--- config.mk ---
export PLATFORM = sky130hd
export DESIGN_NAME = tune_stream_note_sequencer
export DESIGN_NICKNAME = d
export VERILOG_FILES = /design/src/sv/tsns_pkg.sv /design/src/sv/tsns_parse.sv /design/src/sv/tsns_scale.sv /design/src/sv/tune_stream_note_sequencer.sv
export SDC_FILE = /design/constraint.sdc
export NUM_CORES = 2
export LEC_CHECK = 0
export ABC_AREA = 1
export CORE_MARGIN = 2
export CORE_UTILIZATION = 68
export CTS_BUF_LIST = sky130_fd_sc_hd__clkbuf_8
export DETAILED_ROUTE_END_ITERATION = 8
export DONT_BUFFER_PORTS = 1
export PLACE_DENSITY_LB_ADDON = 0.15
export REMOVE_ABC_BUFFERS = 1
export SLEW_MARGIN = 25
export SYNTH_ARGS = -nofsm -noshare
export SYNTH_HDL_FRONTEND = slang
export SYNTH_SLANG_ARGS = --single-unit
--- constraint.sdc ---
create_clock -name clk -period 7.36 [get_ports clk]
set_input_delay 0.368 -clock clk [delete_from_list [all_inputs] [get_ports clk]]
set_output_delay 0.368 -clock clk [all_outputs]
set_load 0.03 [all_outputs]
--- src/sv/tsns_pkg.sv ---
// Shared types and constants of the tune stream note sequencer.
package tsns_pkg;

	// Name bytes skipped between the note count and the tempo (0 to 63).
	localparam int unsigned NAME_BYTES = 16;
	// Byte counter width, wide enough to count the longest name.
	localparam int unsigned POS_W = 6;
	// Record lengths in bytes for the two record formats.
	localparam int unsigned REC_LEN_NOTE = 3;
	localparam int unsigned REC_LEN_FREQ = 6;

	// Wait scaling: wait = value * tempo * 97 / 10000.
	localparam int unsigned SCALE_MUL = 97;
	localparam int unsigned DIV_CONST = 10000;
	localparam int unsigned PROD_W = 31;
	localparam int unsigned SCALED_W = 37;
	localparam int unsigned QUO_W = 16;
	// The division by 10000 drops four low bits, then multiplies by the rounded-up
	// reciprocal of 625 scaled by 2**36; this is exact for every unsaturated product.
	localparam int unsigned DIV_PRE_SHIFT = 4;
	localparam int unsigned DVD_W = 26;
	localparam int unsigned RECIP_W = 27;
	localparam int unsigned RECIP_SHIFT = 36;
	localparam longint unsigned RECIP_MUL = 64'd109951163;
	// Smallest scaled product whose quotient no longer fits 16 bits.
	localparam longint unsigned SAT_LIMIT = 64'd655360000;

	// Configuration port.
	localparam int unsigned ADDR_W = 3;
	localparam logic REG_IDX_FORMAT = 1'b0;
	localparam logic REG_IDX_MUTE = 1'b1;

	// One byte of the tune file.
	typedef struct packed {
		logic [7:0] stream_byte;
		logic start_of_file;
	} src_item_t;

	// One tone event.
	typedef struct packed {
		logic tone_on;
		logic signed [15:0] pitch;
		logic signed [15:0] tone_length;
		logic [15:0] wait_time;
		logic last_record;
	} tone_item_t;

	// Record completed by the current byte, with the value to be scaled.
	typedef struct packed {
		logic fire;
		logic tone_on;
		logic signed [15:0] pitch;
		logic signed [15:0] tone_length;
		logic last_record;
		logic signed [15:0] scale_value;
	} rec_evt_t;

	// Requests to the scaling unit.
	typedef struct packed {
		logic start;
		logic ack;
	} scl_ctrl_t;

	// Status of the scaling unit.
	typedef struct packed {
		logic busy;
		logic done;
	} scl_stat_t;

endpackage

--- src/sv/tsns_parse.sv ---
// Byte parser for the tune header and note records.
module tsns_parse (
	input logic clk,
	input logic arst_n,
	input logic accept,
	input tsns_pkg::src_item_t item,
	input logic record_format,
	output tsns_pkg::rec_evt_t evt,
	output logic [15:0] tempo
);
	import tsns_pkg::*;

	typedef enum logic [4:0] {
		PH_COUNT = 5'b00001,
		PH_NAME  = 5'b00010,
		PH_TEMPO = 5'b00100,
		PH_REC   = 5'b01000,
		PH_DONE  = 5'b10000
	} phase_t;

	phase_t phase_q, phase_d, eff_phase;
	logic [POS_W-1:0] pos_q, pos_d, eff_pos, next_pos, rec_len;
	logic [15:0] notes_q, notes_d, eff_notes, count_shift, notes_dec;
	logic [15:0] tempo_q, tempo_d;
	logic [47:0] fa_q, fa_d, fa_shift;
	logic [15:0] pitch_raw;
	logic rec_tone_on;

	// A start-of-file byte restarts parsing before it is taken as the count's high byte.
	assign eff_phase = item.start_of_file ? PH_COUNT : phase_q;
	assign eff_pos = item.start_of_file ? '0 : pos_q;
	assign eff_notes = item.start_of_file ? '0 : notes_q;

	// Shifted fields and record decoding.
	assign count_shift = {eff_notes[7:0], item.stream_byte};
	assign notes_dec = eff_notes - 16'd1;
	assign next_pos = eff_pos + POS_W'(1);
	assign fa_shift = {fa_q[39:0], item.stream_byte};
	assign rec_len = record_format ? POS_W'(REC_LEN_FREQ) : POS_W'(REC_LEN_NOTE);
	assign pitch_raw = record_format ? fa_shift[47:32] : {8'd0, fa_shift[23:16]};
	assign rec_tone_on = !pitch_raw[15] && (pitch_raw != 16'd0);

	// Next parse state for the byte on the input.
	always_comb begin
		phase_d = eff_phase;
		pos_d = eff_pos;
		notes_d = eff_notes;
		tempo_d = tempo_q;
		fa_d = fa_q;
		evt.fire = 1'b0;
		evt.tone_on = rec_tone_on;
		evt.pitch = rec_tone_on ? pitch_raw : 16'sd0;
		evt.tone_length = record_format ? fa_shift[31:16] : fa_shift[15:0];
		evt.last_record = (notes_dec == 16'd0);
		evt.scale_value = fa_shift[15:0];
		case (eff_phase)
			PH_COUNT: begin
				notes_d = count_shift;
				if (eff_pos == '0) begin
					pos_d = POS_W'(1);
				end else begin
					// A negative count plays nothing.
					if (count_shift[15]) begin
						notes_d = '0;
					end
					pos_d = '0;
					phase_d = (NAME_BYTES > 0) ? PH_NAME : PH_TEMPO;
				end
			end
			PH_NAME: begin
				pos_d = next_pos;
				if (next_pos >= POS_W'(NAME_BYTES)) begin
					pos_d = '0;
					phase_d = PH_TEMPO;
				end
			end
			PH_TEMPO: begin
				tempo_d = {tempo_q[7:0], item.stream_byte};
				if (eff_pos == '0) begin
					pos_d = POS_W'(1);
				end else begin
					pos_d = '0;
					fa_d = '0;
					phase_d = (eff_notes == 16'd0) ? PH_DONE : PH_REC;
				end
			end
			PH_REC: begin
				fa_d = fa_shift;
				pos_d = next_pos;
				// The record ends once the byte count reaches the current length.
				if (next_pos >= rec_len) begin
					evt.fire = 1'b1;
					notes_d = notes_dec;
					pos_d = '0;
					fa_d = '0;
					if (notes_dec == 16'd0) begin
						phase_d = PH_DONE;
					end
				end
			end
			PH_DONE: begin
				phase_d = PH_DONE;
			end
			default: begin
				phase_d = PH_DONE;
			end
		endcase
	end

	// Parse state, updated on each accepted byte.
	always_ff @(posedge clk or negedge arst_n) begin
		if (!arst_n) begin
			phase_q <= PH_COUNT;
			pos_q <= '0;
			notes_q <= '0;
			tempo_q <= '0;
			fa_q <= '0;
		end else if (accept) begin
			phase_q <= phase_d;
			pos_q <= pos_d;
			notes_q <= notes_d;
			tempo_q <= tempo_d;
			fa_q <= fa_d;
		end
	end

	assign tempo = tempo_q;

endmodule

--- src/sv/tsns_scale.sv ---
// Iterative wait scaling unit: multiply by tempo and 97, then divide by 10000.
module tsns_scale (
	input logic clk,
	input logic arst_n,
	input tsns_pkg::scl_ctrl_t ctrl,
	input logic signed [15:0] value,
	input logic signed [15:0] tempo,
	output tsns_pkg::scl_stat_t stat,
	output logic [15:0] wait_time
);
	import tsns_pkg::*;

	typedef enum logic [5:0] {
		SC_IDLE = 6'b000001,
		SC_MUL1 = 6'b000010,
		SC_MUL2 = 6'b000100,
		SC_PREP = 6'b001000,
		SC_DIV  = 6'b010000,
		SC_DONE = 6'b100000
	} scl_state_t;

	scl_state_t state_q;
	logic [15:0] mag_v_q, mag_t_q;
	logic neg_q, sat_q;
	logic [PROD_W-1:0] prod_q;
	logic [SCALED_W-1:0] scaled_q;
	logic [DVD_W-1:0] dvd_q;
	logic [QUO_W-1:0] quo_q;
	logic [DVD_W+RECIP_W-1:0] recip_prod;

	// Reciprocal multiplication that replaces the division by the constant.
	assign recip_prod = (DVD_W+RECIP_W)'(dvd_q) * (DVD_W+RECIP_W)'(RECIP_MUL);

	// Sequencer.
	always_ff @(posedge clk or negedge arst_n) begin
		if (!arst_n) begin
			state_q <= SC_IDLE;
		end else begin
			case (state_q)
				SC_IDLE: begin
					if (ctrl.start) begin
						state_q <= SC_MUL1;
					end
				end
				SC_MUL1: state_q <= SC_MUL2;
				SC_MUL2: state_q <= SC_PREP;
				SC_PREP: state_q <= SC_DIV;
				SC_DIV: state_q <= SC_DONE;
				SC_DONE: begin
					if (ctrl.ack) begin
						state_q <= SC_IDLE;
					end
				end
				default: state_q <= SC_IDLE;
			endcase
		end
	end

	// Operand magnitudes, products, and the quotient.
	always_ff @(posedge clk) begin
		case (state_q)
			SC_IDLE: begin
				mag_v_q <= value[15] ? 16'(~value + 16'sd1) : 16'(value);
				mag_t_q <= tempo[15] ? 16'(~tempo + 16'sd1) : 16'(tempo);
				neg_q <= value[15] ^ tempo[15];
			end
			SC_MUL1: prod_q <= PROD_W'(mag_v_q * mag_t_q);
			SC_MUL2: scaled_q <= SCALED_W'(prod_q) * SCALED_W'(SCALE_MUL);
			SC_PREP: begin
				// Below the limit the product fits 30 bits, so dropping four bits leaves 26.
				sat_q <= (64'(scaled_q) >= SAT_LIMIT);
				dvd_q <= scaled_q[DIV_PRE_SHIFT+DVD_W-1:DIV_PRE_SHIFT];
			end
			SC_DIV: quo_q <= recip_prod[RECIP_SHIFT+QUO_W-1:RECIP_SHIFT];
			default: begin
			end
		endcase
	end

	// A negative product gives no wait; an oversized one saturates.
	assign wait_time = neg_q ? 16'd0 : (sat_q ? 16'hFFFF : quo_q);
	assign stat.busy = (state_q != SC_IDLE);
	assign stat.done = (state_q == SC_DONE);

endmodule

--- src/sv/tune_stream_note_sequencer.sv ---
// Top level: configuration registers, handshakes and the tone event output register.
// A byte that does not end a record is taken without a stall; bytes may follow back to back.
// A byte that ends an unmuted record holds off input while the scaling unit
// multiplies (MUL1, MUL2), prepares (PREP), divides by reciprocal (DIV) and hands over (DONE).
// Its tone event is registered when the result is handed over; a held output event lengthens the stall.
// Reset (arst_n low, asynchronous) clears parse state, configuration, control states and the valid flag; no sweep.
module tune_stream_note_sequencer (
	input logic clk,
	input logic arst_n,
	input logic psel,
	input logic penable,
	input logic pwrite,
	input logic [tsns_pkg::ADDR_W-1:0] paddr,
	input logic [31:0] pwdata,
	output logic [31:0] prdata,
	output logic pready,
	input logic src_valid,
	output logic src_ready,
	input tsns_pkg::src_item_t src_data,
	output logic tone_valid,
	input logic tone_ready,
	output tsns_pkg::tone_item_t tone_data
);
	import tsns_pkg::*;

	typedef enum logic [1:0] {
		T_IDLE = 2'b01,
		T_CALC = 2'b10
	} ctl_state_t;

	ctl_state_t ctl_q;
	logic fmt_q, mute_q;
	logic accept, start, load;
	rec_evt_t evt;
	logic [15:0] tempo;
	scl_ctrl_t scl_ctrl;
	scl_stat_t scl_stat;
	logic [15:0] scl_wait;
	tone_item_t pend_q, tone_q;
	logic tone_valid_q;

	// Configuration registers.
	assign pready = 1'b1;
	always_ff @(posedge clk or negedge arst_n) begin
		if (!arst_n) begin
			fmt_q <= 1'b0;
			mute_q <= 1'b0;
		end else if (psel && penable && pwrite) begin
			case (paddr[2])
				REG_IDX_FORMAT: fmt_q <= pwdata[0];
				REG_IDX_MUTE: mute_q <= pwdata[0];
				default: begin
				end
			endcase
		end
	end

	// Register read-back.
	always_comb begin
		case (paddr[2])
			REG_IDX_FORMAT: prdata = {31'd0, fmt_q};
			REG_IDX_MUTE: prdata = {31'd0, mute_q};
			default: prdata = '0;
		endcase
	end

	// Input transaction and the start of a scaling run.
	assign src_ready = (ctl_q == T_IDLE);
	assign accept = src_valid && src_ready;
	assign start = accept && evt.fire && !mute_q;
	assign load = (ctl_q == T_CALC) && scl_stat.done && (!tone_valid_q || tone_ready);
	assign scl_ctrl.start = start;
	assign scl_ctrl.ack = load;

	tsns_parse u_parse (
		.clk(clk),
		.arst_n(arst_n),
		.accept(accept),
		.item(src_data),
		.record_format(fmt_q),
		.evt(evt),
		.tempo(tempo)
	);

	tsns_scale u_scale (
		.clk(clk),
		.arst_n(arst_n),
		.ctrl(scl_ctrl),
		.value(evt.scale_value),
		.tempo(tempo),
		.stat(scl_stat),
		.wait_time(scl_wait)
	);

	// Control state: wait for the scaling unit after a record ends.
	always_ff @(posedge clk or negedge arst_n) begin
		if (!arst_n) begin
			ctl_q <= T_IDLE;
		end else begin
			case (ctl_q)
				T_IDLE: begin
					if (start) begin
						ctl_q <= T_CALC;
					end
				end
				T_CALC: begin
					if (load) begin
						ctl_q <= T_IDLE;
					end
				end
				default: ctl_q <= T_IDLE;
			endcase
		end
	end

	// Record fields held while the wait is computed, and the output register.
	always_ff @(posedge clk) begin
		if (start) begin
			pend_q.tone_on <= evt.tone_on;
			pend_q.pitch <= evt.pitch;
			pend_q.tone_length <= evt.tone_length;
			pend_q.wait_time <= '0;
			pend_q.last_record <= evt.last_record;
		end
		if (load) begin
			tone_q <= {pend_q.tone_on, pend_q.pitch, pend_q.tone_length, scl_wait,
				pend_q.last_record};
		end
	end

	// Output valid flag.
	always_ff @(posedge clk or negedge arst_n) begin
		if (!arst_n) begin
			tone_valid_q <= 1'b0;
		end else if (load) begin
			tone_valid_q <= 1'b1;
		end else if (tone_ready) begin
			tone_valid_q <= 1'b0;
		end
	end

	assign tone_valid = tone_valid_q;
	assign tone_data = tone_q;

`ifndef NO_ASSERTIONS
	// The scaling unit is only started when it is free.
	a_start_free: assert property (@(posedge clk) disable iff (!arst_n)
		scl_ctrl.start |-> !scl_stat.busy)
		else $error("scaling unit started while busy");

	// Input is held off in the cycle after a scaling run starts.
	a_hold_off: assert property (@(posedge clk) disable iff (!arst_n)
		start |=> !src_ready)
		else $error("input accepted during a scaling run");

	// A finished scaling run is only seen while the control waits for it.
	a_done_ctl: assert property (@(posedge clk) disable iff (!arst_n)
		scl_stat.done |-> (ctl_q == T_CALC))
		else $error("scaling result with no waiting record");

	// A new tone event only follows a finished scaling run.
	a_rise_done: assert property (@(posedge clk) disable iff (!arst_n)
		$rose(tone_valid) |-> $past(scl_stat.done))
		else $error("tone event without a scaled wait");
`endif

endmodule

==> reports/metrics.yaml <==
floorplan:
  die_y_um: 242.9
  core_um2: 56390
  dieWidth_um: 242.9
  die_area_um2: 59000
  initial_core_util: 0.6882
  num_rows: 87
  io-pin-count: 136
synth:
  synth_enable_flop_cells: 224
  synthXorXnorAreaFrac: 0.02550
  avgSynthCellArea_um2: 9.058
  netlist_instances: 4284
  synthFlopType: "edfxtp_1"
  yosysSeqAreaShare: 0.2340
  ys_types: 58
  synthesis.area_um2: 38810
  synth-compound-area-share: 0.06181
  synth_top_family_by_area: "adder cells"
  ys_async_sr_fraction: 0.2956
  synthAdderAreaFrac: 0.4250
  synthSimpleGateAreaFrac: 0.1195
  synth-seq-cells: 318
  synthMuxAreaShare: 0.0002902
  yosysWarnings: 0
place:
  post-dp-hpwl_um: 77420
  gp_congestion: 1.011
  port_buffers: 0
routing:
  wl_per_cell_um: 18.55
  wl_met2_um: 44720
  top_layer_used: "met4"
  first_pass_iters: 5
  met3_length_um: 5410
  viasPerCell: 5.450
  vias: 27600
  first_iter_violations: 1847
  wl_met1_um: 38400
  post-route-drc-count: 0
  finalWirelength_um: 93900
  ant_nets: 0
worst_setup_path:
  crit_path_max_incr_delay_ns: 0.58
  crit_path_start_kind: "register"
  path_buf_inv: 7
  worstSetupEndpointType: "register"
  crit_fanout: 6
  cp_data_required_time_ns: 7.74
  arrival_ns: 7.00
  slowest_stage: "edfxtp_1"
  crit_family: "adder cells"
  cp_cell_sequence: "ha_1, inv_1, fa_1, inv_1, fa_1, inv_1, fa_1, fa_1, inv_1, fa_1, inv_1, fa_1, inv_1, ha_1, nand2_1, nor2_1, inv_1, nor4_1, o21ai_0, nand3_1, nand2_1, nand3b_1, nand2_1"
  critPathKind: "reg -> reg"
  cp_common_cell: "inv_1"
timing:
  finalHoldWorstSlack_ns: 0.04100
  hold_viol_final: 0
  max_freq_ghz: 0.1512
  fin_skew_ns: 0.03862
  final-max-slew-violation-count: 0
  tns_ns: 0
  post-route-min-period_ns: 6.613
  timing.slew.headroom: 0.3527
  rsz0062_at_grt: "no"
  setup_viol: 0
  tightest_slew_ns: 0.9609
  fin_crit_sh: 0.8985
job:
  max-cap-violations: 0
finish:
  drive_above_1_share: 0.03414
  final_cell_mix: "inv_1 (1199), nand2_1 (636), fa_1 (517), ha_1 (491), nor2_1 (243)"
  area_delta_synth_final_pct: 4.582
  nets: 5325
  fin_util: 0.7197
  layout_commonest_cell: "inv_1"
global_route:
  grt_first_pass_wirelength_um: 152700
  grt_pass1_vias: 29070
  grt_max_degree: 95
  antenna_found_initial: 1
  overflow: 0
  grt.total_usage: 0.3312
cts:
  cts_max_path_buffers: 3
  cts_num_sinks: 318
  h-tree-depth: 2
  post_cts_buffers: 0
  cts.clk_slew.worst_paths_ns: 0.06
  cts_tree: "done"
  clk_latency_ns: 0.66
  cts_root_buf: "clkbuf_8"
  numCtsBuffers: 53
power_and_ir_drop:
  pwr_density_cell_nw_per_um2: 231.0
  p_leak_nw: 21.63
  vdd_drop_max_v: 0.0003695
run_status:
  status: "complete, no violations"
min_path:
  min_path_type: "in -> reg"
[layout make-up]
| class | count | area (um^2) |
|---|---|---|
| multi-input combinational | 2674 | 24690 |
| tap | 756 | 945.9 |
| antenna | 1 | 2.502 |
| clock inverter | 37 | 311.5 |
| clock buffer | 58 | 798.3 |
| inverter | 1191 | 4473 |
| fill | 4431 | 15800 |
| sequential | 318 | 9082 |
| timing repair buffer | 28 | 282.8 |
[logic make-up after synthesis]
family,Yosys count
compound gates,421
xor+xnor,113
fa+ha+maj,1008
buf+inv,1323
flops,318
mux,1
other cells,2
simple gates,1098
[metal layers]
| metal | vias to the layer above | global-route usage |
|---|---|---|
| li1 | 13050 | - |
| met1 | 13380 | 0.4286 |
| met2 | 909 | 0.5527 |
| met3 | 253 | 0.04412 |
| met4 | 0 | 0.1646 |
| met5 | - | 0 |
[worst paths after layout]
path	start	endpoint	slack, ns	cells past startpoint
worst max register to register	u_scale.dvd_q[13]	u_scale.quo_q[15]	0.75	23
worst min register to register	u_scale.scaled_q[13]	u_scale.dvd_q[9]	0.42	0
worst min-delay path	src_data[0]	u_parse.pos_q[0]	0.04	4
max in group asynchronous	arst_n	ctl_q[0]	6.64	2
min in group asynchronous	arst_n	u_parse.pos_q[3]	0.24	2
worst max-delay path	u_scale.dvd_q[13]	u_scale.quo_q[15]	0.75	23
[worst register-to-register path, stage by stage, from the launching register on]
cell	delay [ns]
edfxtp_1	0.58
ha_1	0.59
inv_1	0.16
fa_1	0.56
inv_1	0.05
fa_1	0.51
inv_1	0.06
fa_1	0.49
fa_1	0.49
inv_1	0.05
fa_1	0.48
inv_1	0.05
fa_1	0.58
inv_1	0.08
ha_1	0.34
nand2_1	0.10
nor2_1	0.13
inv_1	0.06
nor4_1	0.35
o21ai_0	0.18
nand3_1	0.21
nand2_1	0.11
nand3b_1	0.10
nand2_1	0.06
[report_power, final]
| group | leakage (nW) | internal (W) | total [W] | switching [W] |
|---|---|---|---|---|
| Clock | 0.637 | 0.000908 | 0.00167 | 0.000765 |
| Sequential | 3.18 | 0.00224 | 0.00275 | 0.000510 |
| Combinational | 17.8 | 0.00186 | 0.00495 | 0.00309 |
[Yosys cell counts, types with 3 or more instances]
master | instances | area share
inv_1 | 1180 | 0.11
nand2_1 | 636 | 0.062
fa_1 | 517 | 0.27
ha_1 | 491 | 0.16
nor2_1 | 243 | 0.024
edfxtp_1 | 224 | 0.17
o21ai_0 | 150 | 0.019
a21oi_1 | 129 | 0.017
dfrtp_1 | 91 | 0.059
xor2_1 | 90 | 0.020
nand3_1 | 84 | 0.011
clkbuf_1 | 77 | 0.0074
o22ai_1 | 42 | 0.0068
nor3_1 | 37 | 0.0048
buf_4 | 34 | 0.0066
nand4_1 | 30 | 0.0048
a31oi_1 | 28 | 0.0045
xnor2_1 | 23 | 0.0052
nor4_1 | 19 | 0.0031
a21o_1 | 16 | 0.0031
o21bai_1 | 12 | 0.0023
buf_2 | 11 | 0.0014
inv_2 | 9 | 0.00087
nand2_2 | 9 | 0.0015
buf_6 | 8 | 0.0023
nand2_4 | 8 | 0.0023
nor2_2 | 8 | 0.0013
o21a_1 | 8 | 0.0015
o22a_1 | 8 | 0.0018
o31ai_1 | 6 | 0.0012
nand3_2 | 5 | 0.0013
nand3b_1 | 5 | 0.00097
a21boi_0 | 4 | 0.00077
nor2_4 | 4 | 0.0012
o211ai_1 | 4 | 0.00077
o21ai_1 | 4 | 0.00052
dfstp_2 | 3 | 0.0020
o221ai_1 | 3 | 0.00068
[sequential cells by signal, indices dropped and copies added (netlist names), 2 cells and up]
| register | cells |
|---|---|
| pend_q | 34 |
| ctl_q | 2 |
| u_parse.notes_q | 16 |
| u_scale.state_q | 6 |
| tone_data | 50 |
| u_scale.scaled_q | 33 |
| u_scale.mag_t_q | 16 |
| u_scale.mag_v_q | 16 |
| u_parse.tempo | 16 |
| u_scale.quo_q | 16 |
| u_scale.prod_q | 31 |
| u_parse.pos_q | 6 |
| u_parse.phase_q | 5 |
| u_parse.fa_q | 40 |
| u_scale.dvd_q | 26 |
[through the flow]
stage	power [W]	worst slack [ns]	instances	instance area [um^2]
2_1_floorplan	0.006146	1.695	4183	38210
3_3_place_gp	0.007526	0.8797	4952	39290
3_5_place_dp	0.007650	0.8469	4953	39310
4_1_cts	0.009374	0.8083	5062	40580
5_1_grt	0.01024	0.4157	5063	40580
6_report	0.009376	0.7473	5063	40580
[repair_timing]
action                    4_1_cts  5_1_grt
hold buffers                   14        0
hold endpoints to repair      120        0
gates resized for setup         0        0
Power figures use the tool's default switching activity.
